## src/sv/ufilt_pkg.sv

```systemverilog
// shared types and constants for the udp payload range filter
package ufilt_pkg;

    localparam int OFFSET_BITS = 16;

    localparam logic [OFFSET_BITS-1:0] OFFSET_MAX = {OFFSET_BITS{1'b1}};

    localparam logic [OFFSET_BITS-1:0] PROTO_POS    = OFFSET_BITS'(9);
    localparam logic [OFFSET_BITS-1:0] DST_IP_FIRST = OFFSET_BITS'(16);
    localparam logic [OFFSET_BITS-1:0] DST_IP_LAST  = OFFSET_BITS'(19);
    localparam logic [OFFSET_BITS-1:0] PORT_HI_POS  = OFFSET_BITS'(2);
    localparam logic [OFFSET_BITS-1:0] PORT_LO_POS  = OFFSET_BITS'(3);
    localparam logic [OFFSET_BITS-1:0] PAYLOAD_POS  = OFFSET_BITS'(8);

    localparam logic [7:0] UDP_PROTO = 8'd17;

    localparam int ADDR_BITS = 4;

    typedef enum logic [1:0] {
        REG_MATCH_IP   = 2'd0,
        REG_MATCH_PORT = 2'd1,
        REG_MIN_BYTE   = 2'd2,
        REG_MAX_BYTE   = 2'd3
    } reg_idx_t;

    localparam logic [31:0] MATCH_IP_RST   = 32'h7F00_0001;
    localparam logic [15:0] MATCH_PORT_RST = 16'd8080;
    localparam logic [7:0]  MIN_BYTE_RST   = 8'h31;
    localparam logic [7:0]  MAX_BYTE_RST   = 8'h39;

    typedef struct packed {
        logic [31:0] match_ip;
        logic [15:0] match_port;
        logic [7:0]  min_byte;
        logic [7:0]  max_byte;
    } cfg_t;

    typedef struct packed {
        logic drop;
        logic rule_matched;
    } verdict_t;

endpackage

```

## src/sv/udp_payload_range_filter_unit.sv

```systemverilog
// top level of the udp payload range filter: parser, registers, result buffer
//
// Packet bytes enter on the item channel (item_valid, item_stall, packet_byte,
// last_byte), starting at the first byte of the IPv4 header; last_byte marks
// the final byte. One verdict item (drop, rule_matched) leaves on the result
// channel (result_valid, result_stall) per packet, registered once the final
// byte is accepted. Bytes that are not final produce no result.
// Throughput is one byte per cycle while item_stall is low: header capture, the
// range check and the rule compare all happen in the cycle a byte is accepted,
// and the verdict is registered in a result register backed by one skid entry.
// item_stall rises only when both the result register and the skid entry
// hold verdicts, i.e. after result_stall has held two packets back; it drops
// the cycle after the receiver takes one.
// Rule registers sit on the APB port: match_ip at 0x0, match_port at 0x4,
// min_byte at 0x8, max_byte at 0xC; write them only while the block is idle.
// Reset clears the packet state and both result entries and loads the rule
// 127.0.0.1 port 8080 with the payload range '1'..'9'.
module udp_payload_range_filter_unit
(
    input  logic                            clk,
    input  logic                            rst_n,
    input  logic                            item_valid,
    output logic                            item_stall,
    input  logic [7:0]                      packet_byte,
    input  logic                            last_byte,
    output logic                            result_valid,
    input  logic                            result_stall,
    output logic                            drop,
    output logic                            rule_matched,
    input  logic                            psel,
    input  logic                            penable,
    input  logic                            pwrite,
    input  logic [ufilt_pkg::ADDR_BITS-1:0] paddr,
    input  logic [31:0]                     pwdata,
    output logic [31:0]                     prdata,
    output logic                            pready
);

    ufilt_pkg::cfg_t     cfg;
    ufilt_pkg::verdict_t new_res;
    logic                new_valid;
    logic                take;
    logic                out_take;

    logic                out_valid_reg;
    ufilt_pkg::verdict_t out_reg;
    logic                skid_valid_reg;
    ufilt_pkg::verdict_t skid_reg;

    assign item_stall = skid_valid_reg;
    assign take       = item_valid && !skid_valid_reg;
    assign out_take   = out_valid_reg && !result_stall;

    ufilt_regs u_regs
    (
        .clk     (clk),
        .rst_n   (rst_n),
        .psel    (psel),
        .penable (penable),
        .pwrite  (pwrite),
        .paddr   (paddr),
        .pwdata  (pwdata),
        .prdata  (prdata),
        .pready  (pready),
        .cfg     (cfg)
    );

    ufilt_parse u_parse
    (
        .clk         (clk),
        .rst_n       (rst_n),
        .take        (take),
        .packet_byte (packet_byte),
        .last_byte   (last_byte),
        .cfg         (cfg),
        .res_valid   (new_valid),
        .res         (new_res)
    );

    always_ff @(posedge clk or negedge rst_n)
    begin
        if (!rst_n)
        begin
            out_valid_reg  <= 1'b0;
            skid_valid_reg <= 1'b0;
        end
        else if (!out_valid_reg || out_take)
        begin
            if (skid_valid_reg)
            begin
                out_valid_reg  <= 1'b1;
                skid_valid_reg <= 1'b0;
            end
            else
            begin
                out_valid_reg <= new_valid;
            end
        end
        else if (new_valid)
        begin
            skid_valid_reg <= 1'b1;
        end
    end

    always_ff @(posedge clk)
    begin
        if (!out_valid_reg || out_take)
        begin
            if (skid_valid_reg)
                out_reg <= skid_reg;
            else if (new_valid)
                out_reg <= new_res;
        end
        else if (new_valid)
        begin
            skid_reg <= new_res;
        end
    end

    assign result_valid = out_valid_reg;
    assign drop         = out_reg.drop;
    assign rule_matched = out_reg.rule_matched;

    a_skid_needs_out: assert property (@(posedge clk) disable iff (!rst_n)
        skid_valid_reg |-> out_valid_reg)
        else $error("skid entry full while result register empty");

    a_drop_needs_match: assert property (@(posedge clk) disable iff (!rst_n)
        out_valid_reg |-> (!out_reg.drop || out_reg.rule_matched))
        else $error("drop verdict without a rule match");

    a_skid_holds: assert property (@(posedge clk) disable iff (!rst_n)
        (skid_valid_reg && !out_take) |=> (skid_valid_reg && $stable(skid_reg)))
        else $error("skid entry lost while result stalled");

    a_no_overflow: assert property (@(posedge clk) disable iff (!rst_n)
        (out_valid_reg && !out_take && new_valid) |=> skid_valid_reg)
        else $error("verdict dropped with result register full");

endmodule

```

## src/sv/ufilt_regs.sv

```systemverilog
// apb configuration registers of the udp payload range filter
module ufilt_regs
(
    input  logic                           clk,
    input  logic                           rst_n,
    input  logic                           psel,
    input  logic                           penable,
    input  logic                           pwrite,
    input  logic [ufilt_pkg::ADDR_BITS-1:0] paddr,
    input  logic [31:0]                    pwdata,
    output logic [31:0]                    prdata,
    output logic                           pready,
    output ufilt_pkg::cfg_t                cfg
);

    ufilt_pkg::cfg_t  cfg_reg;
    logic             wr_en;
    ufilt_pkg::reg_idx_t idx;

    assign pready = 1'b1;
    assign wr_en  = psel && penable && pwrite;
    assign idx    = ufilt_pkg::reg_idx_t'(paddr[3:2]);
    assign cfg    = cfg_reg;

    always_ff @(posedge clk or negedge rst_n)
    begin
        if (!rst_n)
        begin
            cfg_reg.match_ip   <= ufilt_pkg::MATCH_IP_RST;
            cfg_reg.match_port <= ufilt_pkg::MATCH_PORT_RST;
            cfg_reg.min_byte   <= ufilt_pkg::MIN_BYTE_RST;
            cfg_reg.max_byte   <= ufilt_pkg::MAX_BYTE_RST;
        end
        else if (wr_en)
        begin
            case (idx)
                ufilt_pkg::REG_MATCH_IP:   cfg_reg.match_ip   <= pwdata;
                ufilt_pkg::REG_MATCH_PORT: cfg_reg.match_port <= pwdata[15:0];
                ufilt_pkg::REG_MIN_BYTE:   cfg_reg.min_byte   <= pwdata[7:0];
                ufilt_pkg::REG_MAX_BYTE:   cfg_reg.max_byte   <= pwdata[7:0];
                default: ;
            endcase
        end
    end

    always_comb
    begin
        case (idx)
            ufilt_pkg::REG_MATCH_IP:   prdata = cfg_reg.match_ip;
            ufilt_pkg::REG_MATCH_PORT: prdata = {16'd0, cfg_reg.match_port};
            ufilt_pkg::REG_MIN_BYTE:   prdata = {24'd0, cfg_reg.min_byte};
            ufilt_pkg::REG_MAX_BYTE:   prdata = {24'd0, cfg_reg.max_byte};
            default:                   prdata = 32'd0;
        endcase
    end

endmodule

```

## src/sv/ufilt_parse.sv

```systemverilog
// per-packet header capture, payload range check and verdict logic
module ufilt_parse
(
    input  logic                 clk,
    input  logic                 rst_n,
    input  logic                 take,
    input  logic [7:0]           packet_byte,
    input  logic                 last_byte,
    input  ufilt_pkg::cfg_t      cfg,
    output logic                 res_valid,
    output ufilt_pkg::verdict_t  res
);

    localparam int OB = ufilt_pkg::OFFSET_BITS;

    logic [OB-1:0] offset_reg;
    logic [OB-1:0] offset_next;
    logic [3:0]    hdr_words_reg;
    logic [3:0]    hdr_words_next;
    logic [7:0]    proto_reg;
    logic [7:0]    proto_next;
    logic [31:0]   ip_reg;
    logic [31:0]   ip_next;
    logic [15:0]   port_reg;
    logic [15:0]   port_next;
    logic          bad_reg;
    logic          bad_next;

    logic [OB-1:0] hdr_len;
    logic          ready;
    logic          matched;

    always_comb
    begin
        hdr_words_next = (offset_reg == '0) ? packet_byte[3:0] : hdr_words_reg;
        hdr_len        = OB'({hdr_words_next, 2'b00});

        proto_next = (offset_reg == ufilt_pkg::PROTO_POS) ? packet_byte : proto_reg;

        ip_next = ip_reg;
        if (offset_reg >= ufilt_pkg::DST_IP_FIRST && offset_reg <= ufilt_pkg::DST_IP_LAST)
        begin
            case (offset_reg[1:0])
                2'd0:    ip_next[31:24] = packet_byte;
                2'd1:    ip_next[23:16] = packet_byte;
                2'd2:    ip_next[15:8]  = packet_byte;
                default: ip_next[7:0]   = packet_byte;
            endcase
        end

        port_next = port_reg;
        if (offset_reg == hdr_len + ufilt_pkg::PORT_HI_POS)
            port_next[15:8] = packet_byte;
        if (offset_reg == hdr_len + ufilt_pkg::PORT_LO_POS)
            port_next[7:0] = packet_byte;

        bad_next = bad_reg;
        if (offset_reg >= hdr_len + ufilt_pkg::PAYLOAD_POS &&
            (packet_byte < cfg.min_byte || packet_byte > cfg.max_byte))
            bad_next = 1'b1;

        ready   = offset_reg >= ufilt_pkg::DST_IP_LAST &&
                  offset_reg >= hdr_len + ufilt_pkg::PORT_LO_POS;
        matched = ready && proto_next == ufilt_pkg::UDP_PROTO &&
                  ip_next == cfg.match_ip && port_next == cfg.match_port;

        offset_next = (offset_reg == ufilt_pkg::OFFSET_MAX) ? offset_reg
                                                             : offset_reg + OB'(1);
    end

    assign res_valid        = take && last_byte;
    assign res.drop         = matched && bad_next;
    assign res.rule_matched = matched;

    always_ff @(posedge clk or negedge rst_n)
    begin
        if (!rst_n)
        begin
            offset_reg    <= '0;
            hdr_words_reg <= '0;
            proto_reg     <= '0;
            ip_reg        <= '0;
            port_reg      <= '0;
            bad_reg       <= 1'b0;
        end
        else if (take)
        begin
            if (last_byte)
            begin
                offset_reg    <= '0;
                hdr_words_reg <= '0;
                proto_reg     <= '0;
                ip_reg        <= '0;
                port_reg      <= '0;
                bad_reg       <= 1'b0;
            end
            else
            begin
                offset_reg    <= offset_next;
                hdr_words_reg <= hdr_words_next;
                proto_reg     <= proto_next;
                ip_reg        <= ip_next;
                port_reg      <= port_next;
                bad_reg       <= bad_next;
            end
        end
    end

endmodule

```

## config.mk

```make
export PLATFORM = sky130hd
export DESIGN_NAME = udp_payload_range_filter_unit
export DESIGN_NICKNAME = d
export VERILOG_FILES = /design/src/sv/ufilt_pkg.sv /design/src/sv/udp_payload_range_filter_unit.sv /design/src/sv/ufilt_regs.sv /design/src/sv/ufilt_parse.sv
export SDC_FILE = /design/constraint.sdc
export NUM_CORES = 1
export LEC_CHECK = 0
export BUFFER_PORTS_ARGS = -buffer_cell sky130_fd_sc_hd__buf_2
export CORE_MARGIN = 2
export CORE_UTILIZATION = 35
export DETAILED_ROUTE_END_ITERATION = 16
export GPL_TIMING_DRIVEN = 0
export SYNTH_ARGS = -nofsm -noshare
export SYNTH_HDL_FRONTEND = slang
export SYNTH_SLANG_ARGS = --single-unit
```

## constraint.sdc

```tcl
create_clock -name clk -period 5.7 [get_ports clk]
set_input_delay 0.57 -clock clk [delete_from_list [all_inputs] [get_ports clk]]
set_output_delay 0.57 -clock clk [all_outputs]
set_load 0.03 [all_outputs]
```

Yosys cells after proc, flatten, opt, wreduce, memory -nomap -nowiden

Cells that the tools add are included.

Memories: 0
Bits in latches: 0
Memory bits (writable): 0
Register bits after elaboration: 147
ROM bits: 0
Output and inout port bits: 37
Word-level logic and storage cells: 94

Order comparisons: 7
Divide/modulo/power cells: 0
Eq/ne operators: 13
Multipliers: 0
Muxes and demuxes: 23
Bitwise operators: 1
Shifts and indexed selects: 0
Reduce and logical (&&, ||, !) cells: 30
Add/sub/neg operators: 4

Operators by type and width:

| operator              | number |
|---|---|
| $pmux 32 s4           | 1 |
| $mux 32               | 2 |
| $mux 8                | 8 |
| $eq 16x16->1          | 3 |
| $mux 16               | 3 |
| $eq 32x32->1          | 1 |
| $ge 16x16->1          | 2 |
| $ge 16x5->1 const B   | 2 |
| $add 16x1->16 const B | 1 |
| $eq 16x16->1 const B  | 1 |
| $eq 16x4->1 const B   | 1 |
| $le 16x5->1 const B   | 1 |
| $logic_not 16->1      | 1 |
| $add 6x2->7 const B   | 2 |
| $reduce_and 2->1      | 7 |
| $logic_and 1x1->1     | 12 |
| $eq 8x5->1 const B    | 1 |
| $gt 8x8->1            | 1 |
| $lt 8x8->1            | 1 |
| $mux 4                | 2 |
| $add 6x4->7 const B   | 1 |
| $eq 2x2->1 const B    | 3 |
| $mux 1                | 5 |
| $eq 2x1->1 const B    | 2 |
| 8 further kinds       | 14 |

Depth between registers and ports, before layout

Gate-level depths: netlist (run 1).

Word-level depth: 11
Gate-level depth with buffers: 16

Modules after synthesis

Synthesis (run 1) repeated with hierarchy kept, for this count alone.

Cell total of the unflattened synthesis: 924
Area, all modules: 9051.2 um^2

Modules (own cells, without submodules):

| module                        | cells each | area each (um^2) | instances |
|---|---|---|---|
| ufilt_parse                   | 723        | 5936.9           | 1 |
| ufilt_regs                    | 188        | 2877.8           | 1 |
| udp_payload_range_filter_unit | 13         | 236.5            | 1 |

Worst setup path after synthesis (run 1)

Ideal clock, no wire load.

Path kind: register to register
Start point: reg u_parse.offset_reg[12]
End point: reg out_reg, in the netlist drop, data pin
Data required time: 5531 ps
Cell stages (with the launch flop): 16
Arrival: 4188 ps
Setup time: 169 ps
Slack: 1343 ps
Period minus slack after synthesis: 4357 ps
Buffers on the path: 1
Path through: dfrtp_1 -> or4_1 -> buf_2 -> o41ai_1 -> a21boi_0 -> inv_1 -> ha_1 -> nand3b_1 -> nor4_2 -> a21boi_0 -> nand4b_1 -> nor4_1 -> o2111ai_1 -> nor4_1 -> nand4_1 -> o31ai_1

Cells in the longest elaborated chain, start to end: 11
Elaborated cells on any way between the ends: 30
Those cells by class: 3 x add/sub; 5 x order compare; 6 x eq/ne; 8 x mux; 8 x reduce/logical

RTL lines:

| what                           | RTL line                             | source |
|---|---|---|
| from (decl)                    | ufilt_parse.sv:16                    | `logic [OB-1:0] offset_reg;` |
| from (signal assigned)         | ufilt_parse.sv:99                    | `offset_reg <= offset_next;` |
| $logic_not 16->1               | ufilt_parse.sv:35                    | `hdr_words_next = (offset_reg == '0) ? packet_byte[3:0] : hdr_words_reg;` |
| $mux 4                         | ufilt_parse.sv:35                    |  |
| $add 6x2->7                    | ufilt_parse.sv:54, ufilt_parse.sv:63 |  |
| $ge 16x16->1                   | ufilt_parse.sv:63                    | `offset_reg >= hdr_len + ufilt_pkg::PORT_LO_POS;` |
| $logic_and 1x1->1              | ufilt_parse.sv:62                    | `ready = offset_reg >= ufilt_pkg::DST_IP_LAST &&` |
| $logic_and 1x1->1 (2 in a row) | ufilt_parse.sv:64                    | `matched = ready && proto_next == ufilt_pkg::UDP_PROTO &&` |
| $logic_and 1x1->1              | ufilt_parse.sv:65                    | `ip_next == cfg.match_ip && port_next == cfg.match_port;` |
| $logic_and 1x1->1 (*)          | ufilt_parse.sv:72                    | `assign res.drop = matched && bad_next;` |
| $mux 2 (*)                     | udp_payload_range_filter_unit.sv:111 | `else if (new_valid)` |
| $mux 2 (*)                     | udp_payload_range_filter_unit.sv:109 | `if (skid_valid_reg)` |
| to (signal assigned)           | udp_payload_range_filter_unit.sv:110 | `out_reg <= skid_reg;` |
| to (signal assigned)           | udp_payload_range_filter_unit.sv:112 | `out_reg <= new_res;` |
| to (decl)                      | udp_payload_range_filter_unit.sv:46  | `ufilt_pkg::verdict_t out_reg;` |

Every way passes the cells marked *; elsewhere a longest branch is shown, timed or not. The select of a mux whose other input is x is not followed.
A chain may end at the register's enable or synchronous reset.

Worst setup path in the final report (run 1)

Same ends and word-level chain as after synthesis.

==> results.py, run 1 <==
metrics = {
    "critical_path": {
        "rr_startpoint": "u_parse.offset_reg[12]$_DFFE_PN0P_",
        "crit_type": "reg2reg",
        "r2r_cells": 15,
        "required_ps": 5960,
        "critPathLaunchType": "register",
        "r2r_end": "drop$_DFFE_PP_",
        "arrival_ps": 5590,
        "crit_end": "drop$_DFFE_PP_",
        "end_kind": "register",
        "rrSetupSlack_ps": 370,
        "crit_path_max_fanout": 10,
        "critPathLaunch": "u_parse.offset_reg[12]$_DFFE_PN0P_",
    },
    "flow_run": {
        "maxCapViolations": 0,
    },
    "yosys": {
        "synth-warning-count": 0,
        "syn_inst": 969,
        "synth_ff_type": "dfrtp_1",
        "synth_area_mm2": 0.00905,
        "synth_cell_type_count": 72,
        "syn_nets": 1048,
        "syn_area_per_cell_um2": 9.34,
        "ys_seq_area_share_pct": 41.1,
        "synth_edf_count": 4,
        "async_flop_share_pct": 97.3,
        "ys_ff_latch": 147,
    },
    "die": {
        "design.die.area_mm2": 0.0272,
        "start_util_pct": 35.8,
        "num_io_pins": 89,
        "core_mm2": 0.0253,
        "die_h_um": 165,
        "die_width_um": 165,
        "rows": 58,
    },
    "finish": {
        "antenna_cells": 0,
        "drive_above_1_share_pct": 20.2,
        "final_common_cell": "dfrtp_1",
        "layout_common_cells": "dfrtp_1, nand2_1, o21ai_0, buf_2, nor2_1",
        "fillCellCount": 2494,
        "areaGrowthSynthToFinish_pct": 16.2,
        "final_cell_count_no_fill": 1415,
        "layout.nets": 1151,
        "largest_reg_flops": 64,
    },
    "power_and_ir_drop": {
        "pwr-share-comb_pct": 30.6,
        "clock_power_share_pct": 28.7,
        "internal_power_uw": 2500,
        "p_seq_share_pct": 40.7,
        "switching_power_uw": 1490,
        "ir_worst_vdd_mv": 0.213,
        "cellPowerDensity_mw_per_mm2": 379,
        "p_sw_share_pct": 37.3,
        "p_leak_uw": 0.00458,
    },
    "global_routing": {
        "grt_pass1_vias": 7762,
        "overflow": 0,
        "antenna_found_initial": 0,
        "grt_pass1_wl_mm": 46.2,
        "grt.total_usage_pct": 22.8,
        "grt_max_degree": 84,
    },
    "drt": {
        "vias": 8068,
        "first_pass_iters": 6,
        "drc": 0,
        "drtIter0Drc": 923,
        "post_drt_via_cell_ratio": 5.70,
        "wl_per_cell_um": 21.3,
        "drt_wl_total_mm": 30.1,
        "drtAntennaViolNets": 0,
    },
    "timing": {
        "worst_pin_slew_ps": 1120,
        "setup-tns-final_ps": 0,
        "hold_violations": 0,
        "period_minus_slack_ps": 5330,
        "relSlewSlack_pct": 24.7,
        "drv_slew": 0,
        "grt_setup_unrepaired": "no",
        "min_period_over_period_pct": 93.4,
        "fmax_ghz": 0.188,
        "skew_ps": 21.3,
        "setup_viol": 0,
    },
    "place": {
        "gp_congestion": 0.993,
        "hpwlAfterDp_mm": 22.0,
        "placedCellCount": 1382,
        "port_buffers": 82,
    },
    "clock_tree": {
        "clk_latency_ps": 450,
        "cts_tree": "yes",
        "numCtsBuffers": 17,
        "clkSinkCount": 147,
        "clk_pin_slew_ps": 60,
        "htree_num_levels": 4,
        "clock-root-buffer": "clkbuf_16",
        "cts_max_path_buffers": 2,
    },
    "worst_hold_path": {
        "hold_path.class": "in2async",
    },
    "status": {
        "status": "finished clean",
    },
}
[logic make-up (layout without fill, tap and decap cells)]
group | count (synthesis) | after routing | share of synthesized area, %
xor gates and xnor gates | 37 | 37 | 3.58
muxes | 85 | 85 | 11.1
other | 1 | 1 | 0.0414
DFF | 147 | 147 | 41.1
and+or+nand+nor | 304 | 304 | 17.3
adders and majority gates | 27 | 27 | 3.73
AOI/OAI and AO/OA | 252 | 252 | 18.0
buffers and inverters | 116 | 232 | 5.10
[cell usage after synthesis (all sizes together), types with 8 or more instances]
master | n | area share, %
mux2i | 31 | 3.4
o22ai | 17 | 1.2
mux2 | 46 | 5.7
a21oi | 29 | 1.6
o21ai | 91 | 5.0
a21boi | 8 | 0.66
and2 | 13 | 0.90
ha | 27 | 3.7
nor4 | 16 | 1.5
clkbuf | 51 | 2.1
inv | 54 | 2.2
nor3 | 14 | 0.77
dfrtp | 121 | 33
nor2b | 8 | 0.55
nand3 | 16 | 0.94
nand4 | 18 | 1.2
a22oi | 55 | 4.6
buf | 11 | 0.75
nor2 | 56 | 2.3
xnor2 | 15 | 1.5
mux4 | 8 | 2.0
nand2 | 110 | 4.6
dfstp | 22 | 6.4
xor2 | 22 | 2.1
[per-layer routing]
metal	GRT usage [%]	vias up	wire length, um
met3	4.92	66	2070
met4	9.53	0	1130
met1	31.8	3944	13500
met5	0	-	0
met2	34.1	328	13400
li1	-	3730	-
[timing repair]
| item | CTS | global route |
|---|---|---|
| setup buffers | 0 | 1 |
| resized for setup | 0 | 2 |
| setup endpoints to repair | 0 | 4 |
| hold buffers | 0 | 0 |
[final cells by class]
class,count,area (um^2),share of cell area [%]
Clock buffer,19,443,4.21
Tap cell,330,413,3.92
Timing Repair Buffer,84,452,4.29
Inverter,54,203,1.93
Clock inverter,13,139,1.32
Buffer,62,259,2.46
Sequential cell,147,3730,35.4
Multi-Input combinational cell,706,4890,46.5
[worst max-delay path, stage by stage, from the launching register on]
cell	delay, ps
dfrtp_1	450
or4_1	690
buf_2	270
o41ai_1	470
a21boi_1	400
inv_1	80
ha_1	330
nand3b_1	230
nor4_4	320
a21boi_0	200
nand4b_1	250
nor4_1	320
o2111ai_1	170
nor4_1	320
nand4_1	340
o31ai_1	310
[stage by stage]
| step | hold WS (ps) | instance area [um^2] | util [%] | power [uW] | setup WS [ps] |
|---|---|---|---|---|---|
| 2_1_floorplan | 274 | 9050 | - | 2410 | 1340 |
| 3_5_place_dp | 476 | 9930 | 39.2 | 2830 | 269 |
| 5_1_grt | 159 | 10500 | 41.6 | 4200 | 90.3 |
| 3_3_place_gp | 469 | 9880 | 39.0 | 2800 | 222 |
| 6_report | 100 | 10500 | 41.6 | 3990 | 374 |
| 4_1_cts | 135 | 10500 | 41.5 | 3970 | 255 |
[power by group through the flow]
| stage | Clock, uW | Combinational, uW | Sequential, uW |
|---|---|---|---|
| floorplan | 0 | 890 | 1520 |
| global placement | 0 | 1170 | 1630 |
| detailed placement | 0 | 1190 | 1630 |
| CTS | 1150 | 1200 | 1620 |
| global route | 1200 | 1340 | 1660 |
| finish | 1140 | 1220 | 1620 |
[worst min-delay path by stage]
stage,start,endpoint,cells after the start
6_report,rst_n,result_valid$_DFFE_PN0N_,1
5_1_grt,rst_n,result_valid$_DFFE_PN0N_,1
4_1_cts,rst_n,result_valid$_DFFE_PN0N_,1
3_5_place_dp,u_parse.ip_reg[22]$_DFFE_PN0P_,u_parse.ip_reg[22]$_DFFE_PN0P_,2
3_3_place_gp,u_parse.ip_reg[22]$_DFFE_PN0P_,u_parse.ip_reg[22]$_DFFE_PN0P_,2
2_1_floorplan,rst_n,item_stall$_DFFE_PN0P_,0
Power figures use the tool's default switching activity.
==> run 2, diff against run 1 <==
==> constraint.sdc (replaced) <==
create_clock -name clk -period 5.7 [get_ports clk]
set_input_delay 0 -clock clk [delete_from_list [all_inputs] [get_ports clk]]
set_output_delay 0 -clock clk [all_outputs]
set_load 0.01 [all_outputs]
==> results.py, run 2 (synthesized netlist as in run 1, its figures left out) <==
metrics = {
    "status": {
        "status": "finished clean",
    },
    "global_routing": {
        "antenna_found_initial": 0,
        "grt_pass1_vias": 7968,
        "grtUsageMet1_pct": 31.8,
        "overflow": 0,
        "grt.total_usage_pct": 23.1,
        "grt_use_met2_pct": 35.3,
        "grt_max_degree": 84,
        "use_met3_pct": 4.92,
        "busiest_layer": "met2",
        "grt_pass1_wl_mm": 47.0,
    },
    "timing": {
        "min_period_over_period_pct": 92.2,
        "setup-tns-final_ps": 0,
        "setup_slack_ps": 443,
        "relSlewSlack_pct": 24.7,
        "worst_pin_slew_ps": 1120,
        "setup_viol": 0,
        "hold_violations": 0,
        "skew_ps": 18.4,
        "drv_slew": 0,
        "fmax_ghz": 0.190,
        "grt_setup_unrepaired": "no",
        "period_minus_slack_ps": 5260,
    },
    "finish": {
        "layout.nets": 1186,
        "final_util_pct": 42.9,
        "largest_reg_flops": 64,
        "layout_common_cells": "dfrtp_1, nand2_1, o21ai_0, buf_2, nor2_1",
        "ff_latch_area_mm2": 0.00373,
        "final_cell_count_no_fill": 1450,
        "fillCellCount": 2454,
        "final_common_cell": "dfrtp_1",
        "antenna_cells": 0,
        "multi_input_area_mm2": 0.00489,
        "drive_above_1_share_pct": 19.6,
        "areaGrowthSynthToFinish_pct": 20.1,
    },
    "die": {
        "rows": 58,
        "core_mm2": 0.0253,
        "start_util_pct": 35.8,
        "die_h_um": 165,
        "die_width_um": 165,
        "design.die.area_mm2": 0.0272,
        "num_io_pins": 89,
    },
    "critical_path": {
        "end_kind": "register",
        "required_ps": 5970,
        "arrival_ps": 5520,
        "r2r_cells": 15,
        "critPathLaunchType": "register",
        "cpMostUsedCell": "nor4_1",
        "crit_path_max_fanout": 10,
        "crit_path_top_delay_cell": "or4_1",
        "r2r_end": "drop$_DFFE_PP_",
        "critPathLaunch": "u_parse.offset_reg[12]$_DFFE_PN0P_",
        "rr_startpoint": "u_parse.offset_reg[12]$_DFFE_PN0P_",
        "path_cells": "or4_1 > buf_2 > o41ai_1 > a21boi_1 > inv_1 > ha_1 > nand3b_1 > nor4_4 > a21boi_0 > nand4b_1 > nor4_1 > o2111ai_1 > nor4_1 > nand4_1 > o31ai_1",
        "crit_type": "reg2reg",
        "max_stage_delay_ps": 680,
        "rrSetupSlack_ps": 440,
        "crit_end": "drop$_DFFE_PP_",
    },
    "clock_tree": {
        "cts_max_path_buffers": 2,
        "numCtsBuffers": 17,
        "clkSinkCount": 147,
        "cts_tree": "yes",
        "htree_num_levels": 4,
        "clk_latency_ps": 450,
        "clk_pin_slew_ps": 60,
        "clock-root-buffer": "clkbuf_16",
    },
    "power_and_ir_drop": {
        "cellPowerDensity_mw_per_mm2": 363,
        "total_power_uw": 3950,
        "p_leak_uw": 0.00473,
        "ir_worst_vdd_mv": 0.212,
    },
    "drt": {
        "drtAntennaViolNets": 0,
        "post_drt_via_cell_ratio": 5.68,
        "first_pass_iters": 5,
        "drc": 0,
        "vias": 8231,
        "drt_wl_total_mm": 30.5,
        "drtIter0Drc": 767,
        "wl_per_cell_um": 21.0,
    },
    "place": {
        "gp_congestion": 0.993,
        "hpwlAfterDp_mm": 22.0,
        "port_buffers": 82,
        "placedCellCount": 1382,
        "place_ws_ps": 269,
    },
    "flow_run": {
        "maxCapViolations": 0,
    },
    "worst_hold_path": {
        "hold_path.class": "in2reg",
    },
}
-- run 2: power by group --
| group | internal (uW) | total, uW | switching [uW] |
|---|---|---|---|
| registers | 1330 | 1630 | 295 |
| logic | 554 | 1180 | 630 |
| clock network | 628 | 1140 | 511 |
-- run 2: timing repair --
action,4_1_cts,5_1_grt
hold endpoints to repair,129,0
endpoints found under the setup margin,0,4
hold buffers,35,0
setup buffers,0,1
gates resized for setup,0,2
-- run 2: layer usage --
| metal | up-vias | share of wire (%) |
|---|---|---|
| met2 | 321 | 45 |
| met5 | - | 0 |
| met3 | 57 | 6.4 |
| met1 | 4051 | 45 |
| li1 | 3802 | - |
| met4 | 0 | 3.6 |
-- run 2: worst min-delay path by stage --
stage / depth (start not counted) / from / to
CTS: 4 / last_byte / u_parse.offset_reg[12]$_DFFE_PN0P_
finish: 4 / last_byte / u_parse.offset_reg[12]$_DFFE_PN0P_
floorplan: 0 / rst_n / item_stall$_DFFE_PN0P_
detailed placement: 1 / rst_n / result_valid$_DFFE_PN0N_
global route: 4 / last_byte / u_parse.offset_reg[12]$_DFFE_PN0P_
global placement: 3 / pwdata[20] / u_regs.cfg[52]$_DFFE_PN0P_
-- run 2: area by class of cell --
type / count / share of cell area (%)
Sequential cell: 147 / 34.3
Inverter: 54 / 1.86
Multi-Input combinational cell: 706 / 45.0
Timing Repair Buffer: 119 / 7.37
Clock buffer: 19 / 4.07
Clock inverter: 13 / 1.28
Buffer: 62 / 2.38
Tap cell: 330 / 3.80
-- run 2: worst max-delay path, delay by kind of cell (launching register included) --
family	cells	cell delay, ps
simple gates	7	2410
buf+inv	2	350
compound gates	5	1550
flops	1	450
fa+ha+maj	1	330
-- run 2: through the flow --
step                      cell area, um^2  hold slack, ps
after CTS                           10900            71.9
after global routing                10900             120
after floorplan                      9050            -296
after detailed placement             9930            19.9
final                               10900            75.8
after global placement               9880             208
==> run 3, diff against run 2 <==
- CELL_PAD_IN_SITES_DETAIL_PLACEMENT: default -> 0
- CELL_PAD_IN_SITES_GLOBAL_PLACEMENT: default -> 1
- CORE_MARGIN: 2 -> default
- PLACE_DENSITY_LB_ADDON: default -> 0.1
==> results.py, run 3 (synthesized netlist as in run 1, its figures left out) <==
metrics = {
    "status": {
        "status": "finished clean",
    },
    "power_and_ir_drop": {
        "p_leak_uw": 0.00475,
        "cellPowerDensity_mw_per_mm2": 370,
        "total_power_uw": 4040,
        "ir_worst_vdd_mv": 0.194,
    },
    "timing": {
        "setup-tns-final_ps": 0,
        "setup_viol": 0,
        "drv_slew": 0,
        "setup_slack_ps": 415,
        "fmax_ghz": 0.189,
        "worst_pin_slew_ps": 1370,
        "min_period_over_period_pct": 92.7,
        "relSlewSlack_pct": 7.89,
        "grt_setup_unrepaired": "no",
        "skew_ps": 11.9,
        "period_minus_slack_ps": 5280,
        "hold_violations": 0,
    },
    "clock_tree": {
        "clk_pin_slew_ps": 70,
        "htree_num_levels": 4,
        "clock-root-buffer": "clkbuf_16",
        "cts_max_path_buffers": 2,
        "numCtsBuffers": 17,
        "clkSinkCount": 147,
        "post_cts.repair.setup_buffers": 0,
        "cts_tree": "yes",
        "clk_latency_ps": 440,
    },
    "critical_path": {
        "crit_path_max_fanout": 10,
        "arrival_ps": 5550,
        "path_cells": "inv_1 > ha_1 > or3b_2 > nor4_4 > mux2i_1 > inv_1 > ha_1 > nand4b_1 > nor4_1 > nand2_2 > mux2_2 > o22ai_1 > nor4_1 > nand4_1 > o31ai_1",
        "crit_type": "reg2reg",
        "path_delay_family": "simple AND/OR/NAND/NOR gates",
        "required_ps": 5970,
        "critical_path_buf_inv_count": 2,
        "crit_path_top_delay_cell": "nor4_4",
        "max_stage_delay_ps": 570,
        "end_kind": "register",
        "critPathLaunchType": "register",
    },
    "place": {
        "port_buffers": 82,
        "hpwlAfterDp_mm": 24.4,
        "gp_congestion": 0.910,
        "place_ws_ps": 75.1,
        "place_area_mm2": 0.00994,
        "placedCellCount": 1383,
    },
    "global_routing": {
        "antenna_found_initial": 0,
        "grt.total_usage_pct": 26.0,
        "grt_pass1_vias": 8063,
        "overflow": 0,
        "grt_pass1_wl_mm": 50.6,
        "use_met3_pct": 4.20,
        "grt_use_met2_pct": 41.4,
        "grt_max_degree": 78,
        "busiest_layer": "met2",
        "grtUsageMet1_pct": 35.8,
    },
    "die": {
        "start_util_pct": 35.9,
        "core_mm2": 0.0253,
        "die_width_um": 163,
        "num_io_pins": 89,
        "design.die.area_mm2": 0.0265,
        "rows": 58,
        "die_h_um": 163,
    },
    "finish": {
        "final_common_cell": "dfrtp_1",
        "final_cell_count_no_fill": 1450,
        "layout_common_cells": "dfrtp_1, nand2_1, o21ai_0, buf_2, nor2_1",
        "layout.nets": 1186,
        "drive_above_1_share_pct": 19.6,
        "fillCellCount": 2559,
        "largest_reg_flops": 64,
        "design_area_mm2": 0.0109,
        "areaGrowthSynthToFinish_pct": 20.5,
        "antenna_cells": 0,
    },
    "drt": {
        "drt_wl_total_mm": 33.3,
        "wl_per_cell_um": 23.0,
        "drtIter0Drc": 858,
        "post_drt_via_cell_ratio": 5.60,
        "first_pass_iters": 5,
        "drc": 0,
        "drtAntennaViolNets": 0,
        "vias": 8121,
    },
    "worst_hold_path": {
        "hold_path.class": "in2reg",
    },
    "flow_run": {
        "maxCapViolations": 0,
    },
}
==> run 3: worst paths after layout <==
path / end / slack [ps] / cells after the start / from
worst max-delay path: drop$_DFFE_PP_ / 420 / 15 / u_parse.offset_reg[0]$_DFFE_PN0P_
worst min-delay path: u_parse.offset_reg[1]$_DFFE_PN0P_ / 70 / 4 / last_byte
worst max register to register: drop$_DFFE_PP_ / 420 / 15 / u_parse.offset_reg[0]$_DFFE_PN0P_
worst min register to register: u_parse.hdr_words_reg[2]$_DFFE_PN0P_ / 490 / 2 / u_parse.hdr_words_reg[2]$_DFFE_PN0P_
max in group asynchronous: u_regs.cfg[20]$_DFFE_PN1P_ / 4710 / 3 / rst_n
min in group asynchronous: u_parse.bad_reg$_DFFE_PN0P_ / 130 / 2 / rst_n
==> run 3: timing repair <==
item	CTS	global route
hold endpoints to repair	135	0
endpoints found under the setup margin	0	4
gates resized for setup	0	3
hold buffers	35	0
==> run 3: final cells by class <==
| class | count | area [um^2] | area share [%] |
|---|---|---|---|
| Buffer | 62 | 259 | 2.37 |
| Tap cell | 330 | 413 | 3.78 |
| Clock inverter | 13 | 173 | 1.58 |
| Multi-Input combinational cell | 706 | 4900 | 44.9 |
| Clock buffer | 19 | 443 | 4.06 |
| Timing Repair Buffer | 119 | 802 | 7.35 |
| Sequential cell | 147 | 3730 | 34.1 |
| Inverter | 54 | 203 | 1.86 |
==> run 3: worst min-delay path: cells and delay by family <==
kind / cells / cell delay, ps
AND/OR/NAND/NOR: 1 / 110
buffers and inverters: 2 / 280
AO/OA/AOI/OAI: 1 / 60
==> run 3: routing by layer <==
layer  wire (um)  part of all wire [%]
met1       15300                    46
met2       15500                    46
met3        1770                   5.3
met4         781                   2.3
met5           0                     0
==> run 3: power breakdown <==
group          internal (uW)  total, uW  switching [uW]
clock network            709       1220             511
registers               1330       1630             297
logic                    551       1190             643
==> run 3: stage by stage <==
stage	utilization, %	hold slack, ps
finish	43.2	71.5
detailed placement	39.3	66.5
CTS	43.2	65.2
global placement	39.1	211
floorplan	-	-296
global route	43.2	103
